$ cat config.mk
export PLATFORM = sky130hd
export DESIGN_NAME = spi_io_expander_frame_poller
export DESIGN_NICKNAME = d
export VERILOG_FILES = /design/src/spifp_pkg.sv /design/src/spi_io_expander_frame_poller.sv /design/src/spifp_ram.sv /design/src/spifp_frame.sv
export SDC_FILE = /design/constraint.sdc
export NUM_CORES = 1
export LEC_CHECK = 0
export ABC_AREA = 1
export CORE_MARGIN = 2
export CORE_UTILIZATION = 30
export DETAILED_ROUTE_END_ITERATION = 16
export DONT_BUFFER_PORTS = 1
export PLACE_DENSITY = 0.49
export RECOVER_POWER = 100
export SYNTH_ARGS = -nofsm -noshare
export SYNTH_HDL_FRONTEND = slang
export SYNTH_HIERARCHICAL = 1
export SYNTH_SLANG_ARGS = --single-unit
$ cat constraint.sdc
create_clock -name clk -period 3.5 [get_ports clk]
set_input_delay 0.525 -clock clk [delete_from_list [all_inputs] [get_ports clk]]
set_output_delay 0.525 -clock clk [all_outputs]
set_load 0.005 [all_outputs]
$ cat src/spifp_pkg.sv
// ---------------------------------------------------------------------------
// spifp_pkg: shared definitions for the spi i/o expander frame poller
// item kinds, protocol bytes, default sizes and the status bundle
// ---------------------------------------------------------------------------
package spifp_pkg;

  // default sizes
  localparam int FRAME_BYTES_DEF     = 36;
  localparam int ANALOG_CHANNELS_DEF = 12;
  localparam int DIGITAL_INPUTS_DEF  = 4;

  // item kinds
  localparam logic [1:0] KIND_EXCHANGE = 2'd0;
  localparam logic [1:0] KIND_ANALOG   = 2'd1;
  localparam logic [1:0] KIND_DIGITAL  = 2'd2;

  // protocol bytes
  localparam logic [7:0] CMD_SET_MODE     = 8'h30;
  localparam logic [7:0] CMD_READ_ANALOG  = 8'h10;
  localparam logic [7:0] CMD_READ_DIGITAL = 8'h12;
  localparam logic [7:0] DIGITAL_MODE     = 8'h00;
  localparam logic [7:0] LEN_ANALOG       = 8'd26;
  localparam logic [7:0] LEN_DIGITAL      = 8'd25;

  // counter of set-mode frames, holds up to four inputs plus one
  localparam int SET_CNT_W = 3;

  // status of the frame engine for one item
  typedef struct packed {
    logic frame_done;     // this transfer closed the frame
    logic analog_ready;   // analog valid after this item
    logic digital_ready;  // digital valid after this item
    logic analog_valid;   // analog valid before this item
    logic digital_valid;  // digital valid before this item
  } frm_status_t;

endpackage

$ cat src/spi_io_expander_frame_poller.sv
// ---------------------------------------------------------------------------
// spi_io_expander_frame_poller: spi master poller for an i/o coprocessor
// builds request frames byte by byte, parses replies into a channel ram
// and digital level flops, and serves read items
// ---------------------------------------------------------------------------
// Every transfer on the item channel yields exactly one transfer on the
// result channel, in order. An exchange item (kind 0) returns the transmit
// byte for the current frame position and consumes the received byte; a
// read item (kind 1 analog, kind 2 digital) returns the stored value, or 0
// while the matching reply is not valid or the index is out of range. The
// block takes one item per clock unless the result channel stalls: the
// item is parsed in its accept cycle, an analog read is issued to the
// channel ram in that cycle, and its registered data is folded into the
// result register as the item leaves stage one. The ram holds all analog
// words and is written on the high byte of each word; per-entry valid flops
// make unwritten entries read as zero, so no clearing pass is needed after
// reset. Writes and reads of the ram come from different items and the ram
// sees a write before any later read, so no forwarding is required.
// ---------------------------------------------------------------------------
module spi_io_expander_frame_poller #(
  parameter int FRAME_BYTES     = spifp_pkg::FRAME_BYTES_DEF,
  parameter int ANALOG_CHANNELS = spifp_pkg::ANALOG_CHANNELS_DEF,
  parameter int DIGITAL_INPUTS  = spifp_pkg::DIGITAL_INPUTS_DEF
) (
  input  logic        clk,
  input  logic        rst,
  // item channel
  input  logic        item_valid,
  output logic        item_ready,
  input  logic [1:0]  kind,
  input  logic [7:0]  rx_byte,
  input  logic [3:0]  index,
  // result channel
  output logic        result_valid,
  input  logic        result_ready,
  output logic [7:0]  tx_byte,
  output logic        frame_done,
  output logic [15:0] millivolts,
  output logic        level,
  output logic        analog_ready,
  output logic        digital_ready
);

  localparam int CH_W = (ANALOG_CHANNELS > 1) ? $clog2(ANALOG_CHANNELS) : 1;
  localparam int DI_W = (DIGITAL_INPUTS > 1) ? $clog2(DIGITAL_INPUTS) : 1;

  // handshake
  logic accept;
  logic s1_valid;
  logic s1_adv;

  // frame engine
  logic                       xfer_en;
  logic [7:0]                 cur_tx;
  spifp_pkg::frm_status_t     status;
  logic [DIGITAL_INPUTS-1:0]  levels;
  logic                       wr_en;
  logic [CH_W-1:0]            wr_addr;
  logic [15:0]                wr_data;

  // channel ram and its entry valid bits
  logic                       rd_en;
  logic [15:0]                rd_data;
  logic [ANALOG_CHANNELS-1:0] entry_valid;

  // read qualification at accept
  logic ch_in_range;
  logic in_in_range;
  logic mv_sel;
  logic lvl_now;

  // stage one payload
  logic [7:0] s1_tx;
  logic       s1_done;
  logic       s1_mv_sel;
  logic       s1_level;
  logic       s1_aready;
  logic       s1_dready;

  // stage one moves on when the result register is free or being drained
  assign s1_adv     = s1_valid && (!result_valid || result_ready);
  assign item_ready = !s1_valid || s1_adv;
  assign accept     = item_valid && item_ready;
  assign xfer_en    = accept && (kind == spifp_pkg::KIND_EXCHANGE);
  assign rd_en      = accept && (kind == spifp_pkg::KIND_ANALOG);

  spifp_frame #(
    .FRAME_BYTES     (FRAME_BYTES),
    .ANALOG_CHANNELS (ANALOG_CHANNELS),
    .DIGITAL_INPUTS  (DIGITAL_INPUTS)
  ) u_frame (
    .clk     (clk),
    .rst     (rst),
    .xfer_en (xfer_en),
    .rx_byte (rx_byte),
    .tx_byte (cur_tx),
    .status  (status),
    .levels  (levels),
    .wr_en   (wr_en),
    .wr_addr (wr_addr),
    .wr_data (wr_data)
  );

  spifp_ram #(
    .WIDTH (16),
    .DEPTH (ANALOG_CHANNELS)
  ) u_chan_ram (
    .clk     (clk),
    .wr_en   (wr_en),
    .wr_addr (wr_addr),
    .wr_data (wr_data),
    .rd_en   (rd_en),
    .rd_addr (index[CH_W-1:0]),
    .rd_data (rd_data)
  );

  // entry valid: set on first write, cleared only by reset
  always_ff @(posedge clk) begin
    if (rst) begin
      entry_valid <= '0;
    end else if (wr_en) begin
      entry_valid[wr_addr] <= 1'b1;
    end
  end

  // read qualification, uses state before this item (reads change nothing)
  always_comb begin
    ch_in_range = ({1'b0, index} < 5'(ANALOG_CHANNELS));
    in_in_range = ({1'b0, index} < 5'(DIGITAL_INPUTS));
    mv_sel      = (kind == spifp_pkg::KIND_ANALOG) && ch_in_range &&
                  status.analog_valid && entry_valid[index[CH_W-1:0]];
    lvl_now     = (kind == spifp_pkg::KIND_DIGITAL) && in_in_range &&
                  status.digital_valid && levels[index[DI_W-1:0]];
  end

  // stage one: item parsed, ram read in flight
  always_ff @(posedge clk) begin
    if (rst) begin
      s1_valid <= 1'b0;
    end else if (accept) begin
      s1_valid <= 1'b1;
    end else if (s1_adv) begin
      s1_valid <= 1'b0;
    end
  end

  always_ff @(posedge clk) begin
    if (accept) begin
      s1_tx     <= cur_tx;
      s1_done   <= status.frame_done;
      s1_mv_sel <= mv_sel;
      s1_level  <= lvl_now;
      s1_aready <= status.analog_ready;
      s1_dready <= status.digital_ready;
    end
  end

  // result register, ram data picked up here
  always_ff @(posedge clk) begin
    if (rst) begin
      result_valid <= 1'b0;
    end else if (s1_adv) begin
      result_valid <= 1'b1;
    end else if (result_ready) begin
      result_valid <= 1'b0;
    end
  end

  always_ff @(posedge clk) begin
    if (s1_adv) begin
      tx_byte       <= s1_tx;
      frame_done    <= s1_done;
      millivolts    <= s1_mv_sel ? rd_data : 16'h0000;
      level         <= s1_level;
      analog_ready  <= s1_aready;
      digital_ready <= s1_dready;
    end
  end

  // ram read data must hold while its item waits in stage one
  a_rd_hold: assert property (@(posedge clk) disable iff (rst)
    (s1_valid && !s1_adv) |=> $stable(rd_data))
    else $error("ram read data changed under a stalled item");

  // a frame can only close on an exchange transfer
  a_done_kind: assert property (@(posedge clk) disable iff (rst)
    status.frame_done |-> xfer_en)
    else $error("frame done without an exchange transfer");

  // ram write and read come from different items
  a_no_rw: assert property (@(posedge clk) disable iff (rst)
    !(wr_en && rd_en))
    else $error("ram write and read in the same cycle");

  // an empty stage one never blocks the item channel
  a_ready: assert property (@(posedge clk) disable iff (rst)
    !s1_valid |-> item_ready)
    else $error("item channel stalled with empty pipeline");

  // stage one hands over to the result register
  a_handover: assert property (@(posedge clk) disable iff (rst)
    s1_adv |=> result_valid)
    else $error("result lost between stages");

endmodule

$ cat src/spifp_ram.sv
// ---------------------------------------------------------------------------
// spifp_ram: generic single-port-write, single-port-read ram
// one write and one registered read per cycle, read data holds when idle
// ---------------------------------------------------------------------------
module spifp_ram #(
  parameter int WIDTH = 16,
  parameter int DEPTH = 12
) (
  input  logic                                   clk,
  input  logic                                   wr_en,
  input  logic [((DEPTH > 1) ? $clog2(DEPTH) : 1)-1:0] wr_addr,
  input  logic [WIDTH-1:0]                       wr_data,
  input  logic                                   rd_en,
  input  logic [((DEPTH > 1) ? $clog2(DEPTH) : 1)-1:0] rd_addr,
  output logic [WIDTH-1:0]                       rd_data
);

  logic [WIDTH-1:0] mem [DEPTH];

  always_ff @(posedge clk) begin
    if (wr_en) begin
      mem[wr_addr] <= wr_data;
    end
    if (rd_en) begin
      rd_data <= mem[rd_addr];
    end
  end

endmodule

$ cat src/spifp_frame.sv
// ---------------------------------------------------------------------------
// spifp_frame: request sequencer and reply parser
// gives the transmit byte per position, checks the reply header and
// produces channel writes and digital levels
// ---------------------------------------------------------------------------
module spifp_frame #(
  parameter int FRAME_BYTES     = spifp_pkg::FRAME_BYTES_DEF,
  parameter int ANALOG_CHANNELS = spifp_pkg::ANALOG_CHANNELS_DEF,
  parameter int DIGITAL_INPUTS  = spifp_pkg::DIGITAL_INPUTS_DEF,
  localparam int CH_W = (ANALOG_CHANNELS > 1) ? $clog2(ANALOG_CHANNELS) : 1
) (
  input  logic                        clk,
  input  logic                        rst,
  input  logic                        xfer_en,
  input  logic [7:0]                  rx_byte,
  output logic [7:0]                  tx_byte,
  output spifp_pkg::frm_status_t      status,
  output logic [DIGITAL_INPUTS-1:0]   levels,
  output logic                        wr_en,
  output logic [CH_W-1:0]             wr_addr,
  output logic [15:0]                 wr_data
);

  localparam int POS_W = $clog2(FRAME_BYTES);
  localparam int CIF_W = $clog2(ANALOG_CHANNELS + 1);

  // request codes
  localparam logic [1:0] REQ_SET     = 2'd0;
  localparam logic [1:0] REQ_ANALOG  = 2'd1;
  localparam logic [1:0] REQ_DIGITAL = 2'd2;

  logic [POS_W-1:0]                pos, pos_next;
  logic [1:0]                      req, req_next;
  logic [spifp_pkg::SET_CNT_W-1:0] set_cnt, set_cnt_next, set_cnt_inc;
  logic                            analog_next, analog_next_next;
  logic                            frame_ok, frame_ok_next;
  logic [7:0]                      resp_cmd, resp_cmd_next;
  logic [CIF_W-1:0]                chan_count, chan_count_next;
  logic [7:0]                      low_hold, low_hold_next;
  logic                            analog_valid, analog_valid_next;
  logic                            digital_valid, digital_valid_next;
  logic [DIGITAL_INPUTS-1:0]       levels_next;
  logic [POS_W-1:0]                k, ch;
  logic                            last;

  // transmit byte from current state
  always_comb begin
    tx_byte = 8'h00;
    if (pos == '0) begin
      if (req == REQ_SET) begin
        tx_byte = spifp_pkg::CMD_SET_MODE;
      end else if (req == REQ_ANALOG) begin
        tx_byte = spifp_pkg::CMD_READ_ANALOG;
      end else begin
        tx_byte = spifp_pkg::CMD_READ_DIGITAL;
      end
    end else if (pos == POS_W'(1) && req == REQ_SET) begin
      tx_byte = 8'(set_cnt);
    end else if (pos == POS_W'(2)) begin
      tx_byte = spifp_pkg::DIGITAL_MODE;
    end
  end

  always_comb begin
    pos_next           = pos;
    req_next           = req;
    set_cnt_next       = set_cnt;
    set_cnt_inc        = set_cnt;
    analog_next_next   = analog_next;
    frame_ok_next      = frame_ok;
    resp_cmd_next      = resp_cmd;
    chan_count_next    = chan_count;
    low_hold_next      = low_hold;
    analog_valid_next  = analog_valid;
    digital_valid_next = digital_valid;
    levels_next        = levels;
    k                  = pos - POS_W'(6);
    ch                 = k >> 1;
    last               = (pos == POS_W'(FRAME_BYTES - 1));
    wr_en              = 1'b0;
    wr_addr            = ch[CH_W-1:0];
    wr_data            = {rx_byte, low_hold};

    if (xfer_en) begin
      // header checks
      if (pos == '0) begin
        frame_ok_next = (rx_byte == 8'h00) || (rx_byte == 8'h01);
      end else if (pos == POS_W'(1)) begin
        if (rx_byte != 8'h00) frame_ok_next = 1'b0;
      end else if (pos == POS_W'(2)) begin
        resp_cmd_next = rx_byte;
      end else if (pos == POS_W'(3)) begin
        if (resp_cmd == spifp_pkg::CMD_READ_ANALOG && rx_byte != spifp_pkg::LEN_ANALOG)
          frame_ok_next = 1'b0;
        if (resp_cmd == spifp_pkg::CMD_READ_DIGITAL && rx_byte != spifp_pkg::LEN_DIGITAL)
          frame_ok_next = 1'b0;
      end else if (resp_cmd == spifp_pkg::CMD_READ_ANALOG) begin
        if (pos == POS_W'(4)) begin
          if (rx_byte == 8'h00) frame_ok_next = 1'b0;
        end else if (pos == POS_W'(5)) begin
          if (rx_byte < 8'(ANALOG_CHANNELS)) begin
            chan_count_next = CIF_W'(rx_byte);
          end else begin
            chan_count_next = CIF_W'(ANALOG_CHANNELS);
          end
        end else if (frame_ok && ch < POS_W'(chan_count)) begin
          // low byte first, word goes to the ram on the high byte
          if (!k[0]) begin
            low_hold_next = rx_byte;
          end else begin
            wr_en = 1'b1;
          end
        end
      end else if (resp_cmd == spifp_pkg::CMD_READ_DIGITAL) begin
        if (pos == POS_W'(4)) begin
          if (rx_byte != 8'(DIGITAL_INPUTS)) frame_ok_next = 1'b0;
        end else begin
          for (int i = 0; i < DIGITAL_INPUTS; i++) begin
            if (frame_ok && pos == POS_W'(6 + 6 * i)) levels_next[i] = rx_byte[0];
          end
        end
      end

      // end of frame
      if (last) begin
        if (resp_cmd_next == spifp_pkg::CMD_READ_ANALOG) begin
          analog_valid_next = frame_ok_next;
        end else if (resp_cmd_next == spifp_pkg::CMD_READ_DIGITAL) begin
          digital_valid_next = frame_ok_next;
        end
        pos_next      = '0;
        frame_ok_next = 1'b0;
        resp_cmd_next = 8'h00;
        if (req == REQ_SET) begin
          if (set_cnt <= spifp_pkg::SET_CNT_W'(DIGITAL_INPUTS))
            set_cnt_inc = set_cnt + spifp_pkg::SET_CNT_W'(1);
          set_cnt_next = set_cnt_inc;
          if (set_cnt_inc > spifp_pkg::SET_CNT_W'(DIGITAL_INPUTS)) begin
            req_next         = analog_next ? REQ_ANALOG : REQ_DIGITAL;
            analog_next_next = !analog_next;
          end
        end else begin
          req_next         = analog_next ? REQ_ANALOG : REQ_DIGITAL;
          analog_next_next = !analog_next;
        end
      end else begin
        pos_next = pos + POS_W'(1);
      end
    end
  end

  always_ff @(posedge clk) begin
    if (rst) begin
      pos           <= '0;
      req           <= REQ_SET;
      set_cnt       <= spifp_pkg::SET_CNT_W'(1);
      analog_next   <= 1'b1;
      frame_ok      <= 1'b0;
      resp_cmd      <= 8'h00;
      chan_count    <= '0;
      low_hold      <= 8'h00;
      analog_valid  <= 1'b0;
      digital_valid <= 1'b0;
      levels        <= '0;
    end else begin
      pos           <= pos_next;
      req           <= req_next;
      set_cnt       <= set_cnt_next;
      analog_next   <= analog_next_next;
      frame_ok      <= frame_ok_next;
      resp_cmd      <= resp_cmd_next;
      chan_count    <= chan_count_next;
      low_hold      <= low_hold_next;
      analog_valid  <= analog_valid_next;
      digital_valid <= digital_valid_next;
      levels        <= levels_next;
    end
  end

  always_comb begin
    status.frame_done    = xfer_en && last;
    status.analog_ready  = analog_valid_next;
    status.digital_ready = digital_valid_next;
    status.analog_valid  = analog_valid;
    status.digital_valid = digital_valid;
  end

endmodule
# Yosys cells after proc, flatten, opt, wreduce, memory -nomap -nowiden
# Memories as Yosys holds them, arrays and structs flattened. A register that Yosys moved wholly into a read port is not among the register bits.
# Cells that the tools add are included.
dict set report op_classes {
  add_sub_neg 3
  order_cmp 10
  n_eq_ne 22
  n_mux 63
  n_bitwise 9
  n_reduce_logical 41
}
# op n
set op_table {}
lappend op_table {{two-way mux 8 bit} 7}
lappend op_table {{two-way mux 1 bit} 42}
lappend op_table {{AND reduction 9 bit} 4}
lappend op_table {{== test 8 x 5 -> 1 bit (second input constant)} 4}
lappend op_table {{logical AND 1 bit} 20}
lappend op_table {{== test 6 x 3 -> 1 bit (second input constant)} 3}
lappend op_table {{!= test 8 x 5 -> 1 bit (second input constant)} 2}
lappend op_table {{two-way mux 3 bit} 5}
lappend op_table {{== test 6 x 2 -> 1 bit (second input constant)} 2}
lappend op_table {{== test 6 x 5 -> 1 bit (second input constant)} 2}
lappend op_table {{OR 12 bit} 1}
lappend op_table {{< comparator 4 x 5 -> 1 bit (second input constant)} 2}
lappend op_table {{AND reduction 10 bit} 1}
lappend op_table {{== test 8 x 1 -> 1 bit (second input constant)} 1}
lappend op_table {{logical NOT 8 bit} 1}
lappend op_table {{< comparator 8 x 4 -> 1 bit (second input constant)} 1}
lappend op_table {{two-way mux 2 bit} 4}
lappend op_table {{!= test 8 x 3 -> 1 bit (second input constant)} 1}
lappend op_table {{inverter 1 bit} 8}
lappend op_table {{AND reduction 8 bit} 1}
lappend op_table {{nonzero test 8 bit} 1}
lappend op_table {{adder 6 x 1 -> 6 bit (second input constant)} 1}
lappend op_table {{== test 6 x 1 -> 1 bit (second input constant)} 1}
lappend op_table {{== test 6 x 4 -> 1 bit (second input constant)} 1}
lappend op_table {{other kinds (24)} 32}
dict set report word_totals {
  regBits 94
  ramBits 192
  out_inout_bits 30
  memories 1
}
# name words word_bits rd rd_clocked_by_memory_dff wr line_no
set memory_table {}
lappend memory_table {u_chan_ram.mem 12 16 1 1 1 spifp_ram.sv:18} ;# logic [WIDTH-1:0] mem [DEPTH];

# Logic depth before layout (Yosys ltp)
# Gate-level depths: netlist of the first run.
dict set report depth {
  depth_word 14
  depth_mapped 17
  mapped_depth_nobuf 15
}

# By module
# The synthesis of the first run kept the hierarchy.
# module n_inst cells_per_inst area_each_um2 seq_area_each_um2
set modules_own_cells {}
lappend modules_own_cells {spifp_ram 1 752 8531.9 6246.0}
lappend modules_own_cells {spifp_frame 1 382 2531.2 780.7}
lappend modules_own_cells {spi_io_expander_frame_poller 1 184 2059.5 1511.4}

# Worst setup path after synthesis of the first run
# No wires, ideal clock.
dict set report synth_timing {
  path_kind {input -> register}
  from {in result_ready}
  to {mem u_chan_ram.mem[10][0] (enable)}
  arrival_time_ns 2.745
  t_required_ns 3.112
  setup_slack_ns 0.366
  stages 10
  path_buffers 1
  cell_sequence {inv_1 -> nand3_1 -> nand2_1 -> nor3_1 -> clkbuf_1 -> nand3_1 -> nor3_2 -> and3_1 -> nand3_1 -> nor2_1}
}
dict set report synth_via {
  elab_chain_cells 8
}
# item line_no
set synth_lines {}
lappend synth_lines {{start: declaration} spi_io_expander_frame_poller.sv:35} ;# input logic result_ready,
lappend synth_lines {{logical OR 1 bit} spi_io_expander_frame_poller.sv:81} ;# assign s1_adv = s1_valid && (!result_valid || result_ready);
lappend synth_lines {{logical AND 1 bit} spi_io_expander_frame_poller.sv:81}
lappend synth_lines {{logical OR 1 bit} spi_io_expander_frame_poller.sv:82} ;# assign item_ready = !s1_valid || s1_adv;
lappend synth_lines {{named net item_ready} spi_io_expander_frame_poller.sv:29} ;# output logic item_ready,
lappend synth_lines {{logical AND 1 bit} spi_io_expander_frame_poller.sv:83} ;# assign accept = item_valid && item_ready;
lappend synth_lines {{logical AND 1 bit} spi_io_expander_frame_poller.sv:84} ;# assign xfer_en = accept && (kind == spifp_pkg::KIND_EXCHANGE);
lappend synth_lines {{named net xfer_en} spi_io_expander_frame_poller.sv:53} ;# logic xfer_en;
lappend synth_lines {{two-way mux 1 bit} spifp_frame.sv:84} ;# if (xfer_en) begin
lappend synth_lines {{named net wr_en} spi_io_expander_frame_poller.sv:57} ;# logic wr_en;
lappend synth_lines {{two-way mux 1 bit} spifp_ram.sv:21} ;# if (wr_en) begin
lappend synth_lines {{two-way mux 1 bit (not written as such)} spifp_ram.sv:22} ;# mem[wr_addr] <= wr_data;
lappend synth_lines {{end: declaration} spifp_ram.sv:18}
# The timed path passes the listed nets, and every way through them passes these cells.

# Worst setup path after layout of the first run
dict set report layout_timing {
  from {reg u_frame.pos[2]}
  to {mem u_chan_ram.mem[3][0] (enable)}
}
dict set report layout_via {
  elab_chain_cells 14
  elab_cells_between_ends 20
  cone_classes {add/sub: 1; order compare: 1; eq/ne: 5; mux: 11; reduce/logical: 2}
}
# item line_no
set layout_lines {}
lappend layout_lines {{start: declaration} spifp_frame.sv:32} ;# logic [POS_W-1:0] pos, pos_next;
lappend layout_lines {{start signal: assignment} spifp_frame.sv:166} ;# pos <= pos_next;
lappend layout_lines {{subtractor 6 x 3 -> 6 bit} spifp_frame.sv:77} ;# k = pos - POS_W'(6);
lappend layout_lines {{named net wr_addr[2]} spi_io_expander_frame_poller.sv:58} ;# logic [CH_W-1:0] wr_addr;
lappend layout_lines {{< comparator 5 x 4 -> 1 bit} spifp_frame.sv:106} ;# end else if (frame_ok && ch < POS_W'(chan_count)) begin
lappend layout_lines {{logical AND 1 bit} spifp_frame.sv:106}
lappend layout_lines {{two-way mux 1 bit} spifp_frame.sv:106}
lappend layout_lines {{two-way mux 1 bit} spifp_frame.sv:100} ;# end else if (pos == POS_W'(5)) begin
lappend layout_lines {{two-way mux 1 bit} spifp_frame.sv:98} ;# if (pos == POS_W'(4)) begin
lappend layout_lines {{two-way mux 1 bit} spifp_frame.sv:97} ;# end else if (resp_cmd == spifp_pkg::CMD_READ_ANALOG) begin
lappend layout_lines {{two-way mux 1 bit} spifp_frame.sv:92} ;# end else if (pos == POS_W'(3)) begin
lappend layout_lines {{two-way mux 1 bit} spifp_frame.sv:90} ;# end else if (pos == POS_W'(2)) begin
lappend layout_lines {{two-way mux 1 bit} spifp_frame.sv:88} ;# end else if (pos == POS_W'(1)) begin
lappend layout_lines {{two-way mux 1 bit} spifp_frame.sv:86} ;# if (pos == '0) begin
lappend layout_lines {{two-way mux 1 bit} spifp_frame.sv:84}
lappend layout_lines {{named net wr_en} spi_io_expander_frame_poller.sv:57}
lappend layout_lines {{two-way mux 1 bit} spifp_ram.sv:21}
lappend layout_lines {{two-way mux 1 bit (not written as such)} spifp_ram.sv:22}
# The timed path passes the listed nets, and every way through them passes these cells.

==> results of run 1 <==
==> sequential cells by signal, indices dropped and copies added (netlist names), 2 cells and up <==
register / count
u_frame/resp_cmd: 8
u_chan_ram/mem: 192
u_frame/low_hold: 8
entry_valid: 12
u_frame/pos: 6
tx_byte: 8
u_frame/req: 2
u_frame/levels: 4
millivolts: 16
u_frame/chan_count: 4
u_chan_ram/rd_data: 16
s1_tx: 8
u_frame/set_cnt: 3
==> kinds of logic after synthesis <==
kind of cell / count (synthesis) / share of synthesized area
and+or+nand+nor: 611 / 0.197
DFF: 302 / 0.651
buffers and inverters: 259 / 0.0855
AOI/OAI and AO/OA: 130 / 0.0534
adders and majority gates: 10 / 0.00953
xor gates and xnor gates: 5 / 0.00334
other: 1 / 0.000286
==> synth_stat cells, drive strengths merged <==
master,n,area [um2]
a2111oi,1,8.76
a211oi,4,30.0
a21oi,46,230
a31oi,6,37.5
and3,1,6.26
buf,51,342
clkbuf,16,60.1
clkinv,2,7.51
conb,1,3.75
dfxtp,53,1060
edfxtp,249,7480
ha,10,125
inv,190,713
nand2,326,1230
nand3,124,638
nand4,8,50.1
nor2,136,543
nor3,8,55.1
nor3b,2,15.0
nor4,2,27.5
o21ai,65,340
o21bai,3,22.5
o22ai,5,31.3
or2,4,25.0
xor2,5,43.8
==> how the worst min path moves through the flow <==
stage,from,end
3_5_place_dp,s1_dready,digital_ready
4_1_cts,rst,s1_valid
5_1_grt,rst,s1_valid
2_1_floorplan,s1_aready,analog_ready
3_3_place_gp,s1_tx[6],tx_byte[6]
6_report,rst,s1_valid
==> metrics by stage <==
step	hold slack (ps)	setup slack [ps]	util	std cells	instance area, um2
floorplan	400	366	-	1320	13100
global placement	404	415	0.317	1858	13700
detailed placement	405	378	0.317	1858	13700
CTS	51.0	524	0.342	1918	14700
global route	52.6	104	0.339	1918	14600
finish	71.4	406	0.339	1919	14600
==> layout make-up <==
class | count | area [um2] | area share
Sequential cell | 302 | 8540 | 0.583
Antenna cell | 1 | 2.50 | 0.000171
Tap cell | 585 | 732 | 0.0500
Inverter | 192 | 721 | 0.0492
Multi-Input combinational cell | 759 | 3460 | 0.236
Clock buffer | 49 | 981 | 0.0670
Clock inverter | 11 | 98.8 | 0.00675
Timing Repair Buffer | 20 | 115 | 0.00786
==> power by group through the flow <==
stage	Combinational, mW	Sequential, mW	Clock, mW
floorplan	0.237	3.99	0
global placement	0.250	4.00	0
detailed placement	0.251	4.00	0
CTS	0.252	3.92	3.54
global route	0.280	3.92	3.69
finish	0.244	3.92	3.47
==> metal layers <==
layer | global-route usage | vias up | share of wire
met5 | 0 | - | 0
met4 | 0.0345 | 0 | 0.018
met3 | 0.0282 | 48 | 0.051
met2 | 0.220 | 158 | 0.46
met1 | 0.198 | 4093 | 0.48
li1 | - | 4280 | -
==> worst max-delay path, stage by stage (launching register included) <==
cell	delay, ps
sky130_fd_sc_hd__dfxtp_1	530
sky130_fd_sc_hd__ha_1	240
sky130_fd_sc_hd__nor2_1	60
sky130_fd_sc_hd__inv_1	80
sky130_fd_sc_hd__nand2_1	140
sky130_fd_sc_hd__ha_1	310
sky130_fd_sc_hd__inv_1	50
sky130_fd_sc_hd__o21bai_1	70
sky130_fd_sc_hd__a21oi_1	190
sky130_fd_sc_hd__and3_1	290
sky130_fd_sc_hd__nand3_1	210
sky130_fd_sc_hd__nor2_1	190
sky130_fd_sc_hd__clkbuf_1	380
==> impl_summary.log, run 1 <==
INFO  metric clkSlewWorstSetupHoldPaths = 60 ps
INFO  metric grt_util_all_layers = 0.140
INFO  metric viasPerCell = 4.47
INFO  metric setup.worst_path.start = u_frame/pos[2]
INFO  metric post_drt_wl_per_cell = 16.2 um
INFO  metric violations = max-capacitance violations, max-slew violations
INFO  metric vias = 8579
INFO  metric cellPowerDensity = roughly 520 mW/mm2
INFO  metric hold_depth = 1
INFO  metric max_cap_viol_count = 1
INFO  metric timing_hold_violations_final = 0
INFO  metric drcViolationCount = 0
INFO  metric route.final.wire_length = 31200 um
INFO  metric reg2reg_from = u_frame/pos[2]
INFO  metric worst_r2r_path_depth = 12
INFO  metric worst_r2r_endpoint = u_chan_ram/mem[3][0]
INFO  metric nNetsFinal = 1337
INFO  metric intPower = between 6 and 7 mW
INFO  metric result_of_the_run = finished with violations
INFO  metric number_of_resized_instances_in_the_post_cts_repair_step = 0
INFO  metric fill_cells = 4391
INFO  metric overflow = 0
INFO  metric syn_inst = 1318
INFO  metric dr.pass1.iters = 5
INFO  metric gp_congestion = 0.825
INFO  metric final_layout_size_suffix_gt1_frac = 0.0653
INFO  metric critical_path_peak_fanout = 8
INFO  metric pwr-share-seq = 0.514
INFO  metric p_leak = 5.83 nW
INFO  metric ctsRootBufferMaster = sky130_fd_sc_hd__clkbuf_16
INFO  metric worstPathRequired = 3670 ps
INFO  metric synth-warning-count = 6
INFO  metric timing.clock.skew = 26.9 ps
INFO  metric antenna_found_initial = 0
INFO  metric ys_types = 38
INFO  metric worstSetupStartpointType = flip-flop
INFO  metric fin_crit_sh = 0.884
INFO  metric clock_sink_count = 302
INFO  metric final_common_cell = sky130_fd_sc_hd__nand2_1
INFO  metric first_pass_grt_wire_length = 49000 um
INFO  metric max_clock_freq = around 320 MHz
INFO  metric power.combinational.fraction = 0.032
INFO  metric avgSynthCellArea = ~10 um2
INFO  metric report.power.total = approximately 7.6 mW
INFO  metric timing.final.crit_period = just over 3000 ps
INFO  metric setup_viol = 0
INFO  metric antenna_left = 0
INFO  metric cts_tree = done
INFO  metric max-vdd-ir-drop = 331 uV
INFO  metric cts-hold-fix-buffers = 0
INFO  metric core_area = about 0.043 mm2
INFO  metric synthesis.area = between 0.01 and 0.015 mm2
INFO  metric dpl.hpwl = 20300 um
INFO  metric grt_pass1_vias = between 8k and 9k
INFO  metric most-common-layout-cells = sky130_fd_sc_hd__nand2_1, sky130_fd_sc_hd__edfxtp_1, sky130_fd_sc_hd__inv_1
INFO  metric ys_seq_area_frac = 0.651
INFO  metric setup_repair_after_global_routing_missed_its_margin = no
INFO  metric total_switching_power = 1.56 mW
INFO  metric number_of_buffers_created_by_cts = 34
INFO  metric synth_seq_cells = 302
INFO  metric maxSlewViolCount = 29
INFO  metric switching_share = 0.205
INFO  metric relSlewSlack = -0.160
INFO  metric cp.arrival = 3260 ps
INFO  metric setup_tns = 0 ps
INFO  metric buffer_ports.inserted = 0
INFO  metric floorplan.io_pins = 48
INFO  metric clock_tree.htree_level_count = 2
INFO  metric start_util = 0.304
INFO  metric die_area = about 0.045 mm2
INFO  metric min_path_type = input port to flip-flop
INFO  metric setup.worst_path.class = flip-flop to flip-flop
INFO  metric detailedRoute.firstIterationViolations = 715
INFO  metric max_slew.worst_pin.slew = 1740 ps
INFO  metric placement_rows = 76
INFO  metric chipHeight = around 210 um
INFO  metric cts_setup_buffers = 0
INFO  metric end_kind = flip-flop
INFO  metric flow.area_growth_from_synthesis = 11.6%
INFO  metric insertion_delay_of_the_later_clocked_pin_in_the_worst_skew_pair = 520 ps
INFO  metric dieWidth = ~210 um
INFO  metric grt_max_degree = 113
INFO  metric p_clk_frac = 0.454
INFO  metric timing.critical_path.to = u_chan_ram/mem[3][0]
INFO  metric regToRegSetupSlack = around 400 ps
INFO  metric clock_tree.buffer_depth = 3
Note: power is estimated with default switching activity, not from simulation.
==> run 2, diff against run 1 <==
--- a/config.mk
+++ b/config.mk
@@ -7,12 +7,11 @@
 export LEC_CHECK = 0
 export ABC_AREA = 1
 export CORE_MARGIN = 2
-export CORE_UTILIZATION = 30
+export CORE_UTILIZATION = 49
 export DETAILED_ROUTE_END_ITERATION = 16
 export DONT_BUFFER_PORTS = 1
-export PLACE_DENSITY = 0.49
+export PLACE_DENSITY = 0.69
 export RECOVER_POWER = 100
 export SYNTH_ARGS = -nofsm -noshare
 export SYNTH_HDL_FRONTEND = slang
-export SYNTH_HIERARCHICAL = 1
 export SYNTH_SLANG_ARGS = --single-unit
==> run 2 against run 1 <==
Against the previous run: the flow still finishes with violations (max-capacitance violations, max-slew violations); utilization up 21 points; first-iteration DRC count up 9.9%; combinational power down 8.6%; sequential share of layout area up 4.2 points; register-to-register slack worse by 70 ps; largest cell class unchanged.
==> impl_summary.log, run 2 <==
INFO  metric critPathTopFamily = simple AND/OR/NAND/NOR gates
INFO  metric timing.critical_path.slowest_stage_cell = sky130_fd_sc_hd__nor3_1
INFO  metric synth_commonest_cells = sky130_fd_sc_hd__edfxtp_1, sky130_fd_sc_hd__nand2_1, sky130_fd_sc_hd__nor2_1
INFO  metric timing.critical_path.cells = nand3_1, nand2_1, nor3_1, nand2_1, nor3_4, nand3_4, nor2_4, nand2_1, inv_1
INFO  metric antenna_diode_count = 0
INFO  metric setup_viol = 0
INFO  metric synth-adder-area-share = 0.0133
INFO  metric most-common-layout-cells = sky130_fd_sc_hd__edfxtp_1, sky130_fd_sc_hd__nand2_1, sky130_fd_sc_hd__nor2_1
INFO  metric grt_max_degree = 107
INFO  metric synth_top_family_by_area = simple AND/OR/NAND/NOR gates
INFO  metric switching_share = 0.212
INFO  metric ys_top_cells_by_area = sky130_fd_sc_hd__edfxtp_1, sky130_fd_sc_hd__dfxtp_1, sky130_fd_sc_hd__nand2_1
INFO  metric synth-main-ff-cell = sky130_fd_sc_hd__edfxtp_1
INFO  metric crit_path_max_incr_delay = about 690 ps
INFO  metric min_path_type = input port to flip-flop
INFO  metric floorplan.io_pins = 48
INFO  metric ctsRootBufferMaster = sky130_fd_sc_hd__clkbuf_16
INFO  metric post_drt_wl_per_cell = 19.0 um
INFO  metric avgSynthCellArea = 11.1 um2
INFO  metric syn_inst = 1103
INFO  metric antenna_found_initial = 0
INFO  metric stdcell_area = 0.0134 mm2
INFO  metric final_layout_size_suffix_gt1_frac = 0.0883
INFO  metric core_area = 0.0245 mm2
INFO  metric number_of_resized_instances_in_the_post_cts_repair_step = 0
INFO  metric first_pass_grt_wire_length = 42400 um
INFO  metric placement_rows = 57
INFO  metric utilization = 0.546
INFO  metric viasPerCell = approximately 5.5
INFO  metric setup_repair_after_global_routing_missed_its_margin = no
INFO  metric p_leak = 4.67 nW
INFO  metric netlist.top_cell.by_area = sky130_fd_sc_hd__edfxtp_1
INFO  metric numPlacedInstances = 1391
INFO  metric end_kind = flip-flop
INFO  metric async_reset_ff_frac = 0
INFO  metric timing.clock.skew = ~15 ps
INFO  metric dp_slack = between 400 and 500 ps
INFO  metric dr.pass1.iters = 5
INFO  metric cellPowerDensity = 520 mW/mm2
INFO  metric post-route-worst-setup-slack = 331 ps
INFO  metric timing.final.crit_period = 3170 ps
INFO  metric area_fraction_of_the_dominant_cell_type_after_synthesis = 0.595
INFO  metric fin_crit_sh = 0.905
INFO  metric clock_sink_count = 296
INFO  metric cp_num_buf_inv = 1
INFO  metric worstSetupStartpointType = flip-flop
INFO  metric power.combinational.fraction = 0.032
INFO  metric pwr-share-seq = 0.552
INFO  metric grt_util_all_layers = 0.210
INFO  metric grt_pass1_vias = 7416
INFO  metric cts_tree = done
INFO  metric result_of_the_run = finished with violations
INFO  metric synth-simple-area-share = 0.147
INFO  metric synth-edff-count = 243
INFO  metric antenna_left = 0
INFO  metric violations = max-capacitance violations, max-slew violations
INFO  metric flow.area_growth_from_synthesis = 9.00%
INFO  metric p_clk_frac = 0.416
INFO  metric gp_congestion = approximately 0.85
INFO  metric ys_types = 44
INFO  metric buffer_ports.inserted = 0
INFO  metric worstPathRequired = 3680 ps
INFO  metric setup.worst_path.class = flip-flop to flip-flop
INFO  metric cp.arrival = 3350 ps
INFO  metric synth-xor-area-share = 0.00214
INFO  metric max-vdd-ir-drop = 336 uV
INFO  metric chipHeight = between 150 and 200 um
INFO  metric registers.top_by_ff_count = u_chan_ram.mem
INFO  metric synth_compound_area_frac = 0.106
INFO  metric hold_slack = 49.0 ps
INFO  metric clkSlewWorstSetupHoldPaths = 60 ps
INFO  metric dpl.hpwl = about 17000 um
INFO  metric number_of_buffers_created_by_cts = 29
INFO  metric clock_tree.htree_level_count = 1
INFO  metric report.power.total = 6.95 mW
INFO  metric start_util = 0.501
INFO  metric vias = ~8k
INFO  metric maxSlewViolCount = 26
INFO  metric drcViolationCount = 0
INFO  metric synth-warning-count = 0
INFO  metric critical_path_peak_fanout = 17
INFO  metric final_common_cell = sky130_fd_sc_hd__edfxtp_1
INFO  metric intPower = roughly 5.5 mW
INFO  metric insertion_delay_of_the_later_clocked_pin_in_the_worst_skew_pair = 550 ps
INFO  metric cts-hold-fix-buffers = 0
INFO  metric ys_seq_area_frac = 0.682
INFO  metric route.final.wire_length = about 27000 um
INFO  metric relSlewSlack = -0.0476
INFO  metric max_slew.worst_pin.slew = between 1500 and 2000 ps
INFO  metric setup_tns = 0 ps
INFO  metric finalNonFillerCells = 1445
INFO  metric largest_reg_flops = 192
INFO  metric synth_seq_cells = about 300
INFO  metric post-synth-top-count-cell = sky130_fd_sc_hd__edfxtp_1
INFO  metric timing_hold_violations_final = 0
INFO  metric total_switching_power = 1.47 mW
INFO  metric top_regs = u_chan_ram.mem (192), millivolts (16), u_chan_ram.rd_data (16)
INFO  metric detailedRoute.firstIterationViolations = approximately 790
INFO  metric max_cap_viol_count = 1
INFO  metric clock_tree.buffer_depth = 3
INFO  metric overflow = 0
INFO  metric placedInstanceArea = 0.0126 mm2
INFO  metric die_area = ~0.026 mm2
INFO  metric nNetsFinal = 1129
INFO  metric max_clock_freq = approximately 320 MHz
INFO  metric synthesis.area = 0.0123 mm2
INFO  metric crit_path_frequent_cell = sky130_fd_sc_hd__nand2_1
INFO  metric cts_setup_buffers = 0
INFO  metric dieWidth = 162 um
INFO  metric muxShareOfSynthArea = 0
run 2: cell types whose count changed in the layout (fill, tap and decap cells not counted), sizes merged, moves of 34 or more:
cell,delta
inv,-84
nand2,-158
nand3,-88
nor2,+34
o21ai,+56
o22ai,+46
run 2: final cells by class:
cell class	count	area, um2
clock buffer	32	737
multi-input combinational	653	3250
clock inverter	22	139
fill	2049	11100
tap	324	405
inverter	105	394
timing repair buffer	13	80.1
sequential	296	8360
run 2: power by group through the flow:
stage	combinational, mW	sequential (mW)	clock (mW)
after floorplan	0.195	3.91	0
after global placement	0.224	3.91	0
after detailed placement	0.228	3.91	0
after CTS	0.230	3.84	2.93
after global routing	0.251	3.84	3.07
final	0.223	3.84	2.89
run 2: logic make-up (layout without fill, tap and decap cells):
logic type / after synthesis / in the layout
buffers and inverters: 156 / 172
DFF: 296 / 296
adders and majority gates: 13 / 13
AOI/OAI and AO/OA: 231 / 231
and+or+nand+nor: 403 / 403
other: 1 / 3
xor gates and xnor gates: 3 / 3
run 2: worst paths after layout:
check	startpoint	to	slack (ps)	cells past startpoint
worst min register to register	s1_tx[2]	tx_byte[2]	430	0
worst max register to register	result_valid	u_chan_ram.mem[3][9]	330	9
worst min-delay path	rst	u_frame.analog_valid	50	1
worst max-delay path	result_valid	u_chan_ram.mem[3][9]	330	9
run 2: per-layer routing:
layer / vias up / part of all wire / GRT usage
met3: 43 / 0.061 / 0.0355
met5: - / 0 / 0
met1: 3802 / 0.44 / 0.298
met2: 243 / 0.47 / 0.333
met4: 0 / 0.028 / 0.0684
li1: 3809 / - / -
==> run 3, diff against run 2 <==
==> constraint.sdc (replaced) <==
create_clock -name clk -period 3 [get_ports clk]
set_input_delay 0.45 -clock clk [delete_from_list [all_inputs] [get_ports clk]]
set_output_delay 0.45 -clock clk [all_outputs]
set_load 0.005 [all_outputs]
==> run 3 against run 2 <==
Against the previous run: the flow still finishes with violations (max-capacitance violations, max-slew violations); fmax rose by 16%; final cell count rose by 1.7%; global-route usage is 1.3 points higher; die area is the same; cell area rose by 2.6%; clock power rose by 24%; utilization grew 1.4 points; non-clock buffer count is 24 higher; combinational power up 51%; setup slack got worse by 69 ps; sequential power is 17% higher; highest routed layer unchanged.
==> impl_summary.log, run 3 (synthesis gave the netlist of run 2 again) <==
INFO  metric min_to = u_frame.low_hold[6]
INFO  metric insertion_delay_of_the_later_clocked_pin_in_the_worst_skew_pair = approximately 550 ps
INFO  metric wl_met1 = 13000 um
INFO  metric timing_hold_violations_final = 0
INFO  metric p_leak = 4.80 nW
INFO  metric flow.area_growth_from_synthesis = 11.9%
INFO  metric start_util = 0.501
INFO  metric overflow = 0
INFO  metric dpl.hpwl = ~17000 um
INFO  metric fin_crit_sh = 0.913
INFO  metric hold_start = rx_byte[6]
INFO  metric final_layout_size_suffix_gt1_frac = 0.0908
INFO  metric gp_congestion = around 0.90
INFO  metric largest_reg_flops = 192
INFO  metric clock_sink_count = 296
INFO  metric maxSlewViolCount = 60
INFO  metric route.final.wire_length = slightly below 30000 um
INFO  metric routed.top_layer = met4
INFO  metric die_area = 0.0263 mm2
INFO  metric reg2reg_from = u_frame.pos[1]
INFO  metric area.sequential = 0.00836 mm2
INFO  metric regToRegSetupSlack = 260 ps
INFO  metric min_path_type = input port to flip-flop
INFO  metric cellPowerDensity = 612 mW/mm2
INFO  metric final_common_cell = sky130_fd_sc_hd__edfxtp_1
INFO  metric timing.final.crit_period = 2740 ps
INFO  metric nNetsFinal = 1154
INFO  metric detailedRoute.firstIterationViolations = about 920
INFO  metric cts_tree = done
INFO  metric setup_tns = 0 ps
INFO  metric critical_path_peak_fanout = 16
INFO  metric grt_util_all_layers = 0.223
INFO  metric ctsRootBufferMaster = sky130_fd_sc_hd__clkbuf_16
INFO  metric antenna_left = 0
INFO  metric timing.critical_path.cells = ha_1, nand2_1, inv_1, nor2_1, inv_1, ha_1, inv_1, nor2_1, o21ai_1, nand3_4, nor2_2, nand2_1, inv_1, clkbuf_4
INFO  metric grt_max_degree = 107
INFO  metric crit_path_frequent_cell = sky130_fd_sc_hd__inv_1
INFO  metric result_of_the_run = finished with violations
INFO  metric dieWidth = 162 um
INFO  metric cts_setup_buffers = 0
INFO  metric antenna_diode_count = 0
INFO  metric most-common-layout-cells = sky130_fd_sc_hd__edfxtp_1, sky130_fd_sc_hd__nand2_1, sky130_fd_sc_hd__nor2_1
INFO  metric clock_tree.htree_level_count = 1
INFO  metric hold_slack = 68.0 ps
INFO  metric number_of_buffers_created_by_cts = 30
INFO  metric viasPerCell = 5.52
INFO  metric antenna_found_initial = 0
INFO  metric vias = 8121
INFO  metric dr_wl_met2 = 13700 um
INFO  metric setup_viol = 0
INFO  metric hold_depth = 2
INFO  metric timing.critical_path.slowest_stage_cell = sky130_fd_sc_hd__dfxtp_1
INFO  metric clkSlewWorstSetupHoldPaths = 60 ps
INFO  metric buffer_ports.inserted = 0
INFO  metric first_pass_grt_wire_length = roughly 44000 um
INFO  metric clock_tree.buffer_depth = 3
INFO  metric max-vdd-ir-drop = 506 uV
INFO  metric dr_wl_met3 = 2560 um
INFO  metric placement_rows = 57
INFO  metric setup.worst_path.class = flip-flop to flip-flop
INFO  metric max_cap_viol_count = 2
INFO  metric chipHeight = 162 um
INFO  metric core_area = 0.0245 mm2
INFO  metric max_slew.worst_pin.slew = ~1500 ps
INFO  metric grt_pass1_vias = 7566
INFO  metric max_clock_freq = approximately 370 MHz
INFO  metric setup_repair_after_global_routing_missed_its_margin = no
INFO  metric drcViolationCount = 0
INFO  metric worstSetupStartpointType = flip-flop
INFO  metric violations = max-capacitance violations, max-slew violations
INFO  metric timing.clock.skew = 19.5 ps
INFO  metric top_regs = u_chan_ram.mem (192), millivolts (16), u_chan_ram.rd_data (16)
INFO  metric fill_cells = 2042
INFO  metric worst_r2r_endpoint = u_chan_ram.mem[5][14]
INFO  metric dr.pass1.iters = 5
INFO  metric floorplan.io_pins = between 40 and 50
INFO  metric end_kind = flip-flop
INFO  metric registers.top_by_ff_count = u_chan_ram.mem
INFO  metric post_drt_wl_per_cell = ~20 um
INFO  metric crit_path_max_incr_delay = 370 ps
INFO  metric worstPathRequired = 3220 ps
INFO  metric cp.arrival = 2950 ps
INFO  metric worst_r2r_path_depth = 14
INFO  metric relSlewSlack = -0.00858
INFO  metric multi_input_area = about 0.0032 mm2
## run 3: cell types whose count changed in the layout (fill, tap and decap cells not counted), moves of 3 or more
cell	previous run	this run
sky130_fd_sc_hd__buf_12	0	4
sky130_fd_sc_hd__inv_2	10	6
sky130_fd_sc_hd__buf_4	8	4
sky130_fd_sc_hd__clkinv_4	0	3
sky130_fd_sc_hd__clkbuf_4	0	4
sky130_fd_sc_hd__dlygate4sd3_1	0	19
## run 3: final cells by class
cell class	count	area share
sequential	296	0.609
timing repair buffer	37	0.0257
clock inverter	22	0.0128
multi-input combinational	653	0.236
tap	324	0.0295
clock buffer	33	0.0571
inverter	105	0.0292
## run 3: critical path, delay by kind of cell (launching register included)
family          cells  cell delay [ps]
flops               1              370
simple gates        6              680
buf+inv             5              550
compound gates      1              240
fa+ha+maj           2              550
## run 3: how the worst max path moves through the flow
| stage | slack [ps] | end | startpoint |
|---|---|---|---|
| detailed placement | 80 | u_chan_ram.mem[11][2] | u_frame.pos[1] |
| global route | 50 | u_chan_ram.mem[5][10] | u_frame.pos[1] |
| global placement | 160 | u_chan_ram.mem[8][2] | u_frame.pos[1] |
| finish | 260 | u_chan_ram.mem[5][14] | u_frame.pos[1] |
| floorplan | 230 | u_chan_ram.mem[1][0] | u_frame.pos[2] |
| CTS | 60 | u_chan_ram.mem[11][13] | u_frame.pos[1] |
## run 3: timing repair
| item | CTS | global route |
|---|---|---|
| setup endpoints to repair | 0 | 176 |
| resized for setup | 0 | 7 |
| endpoints found under the hold margin | 94 | 17 |
| hold buffers | 16 | 4 |
## run 3: per-stage QoR
stage          instances  instance area [um2]  worst slack (ps)   util  total power [mW]
2_1_floorplan       1105                12300               225      -              4.78
3_3_place_gp        1395                12600               157  0.517              4.84
3_5_place_dp        1395                12600              84.3  0.517              4.84
4_1_cts             1466                13800              60.0  0.563              8.45
5_1_grt             1470                13700              49.5  0.561              8.65
6_report            1470                13700               262  0.561              8.40
## run 3: report_power, final
group	total (mW)	internal (mW)	switching [mW]
logic	0.336	0.0996	0.236
clock network	3.58	2.05	1.53
registers	4.48	4.46	0.0189
total	8.40	6.61	1.79
## run 3: per-layer routing
| metal | up-vias | GRT usage |
|---|---|---|
| li1 | 3868 | - |
| met1 | 3919 | 0.329 |
| met2 | 309 | 0.355 |
| met3 | 25 | 0.0388 |
| met4 | 0 | 0.0418 |
| met5 | - | 0 |
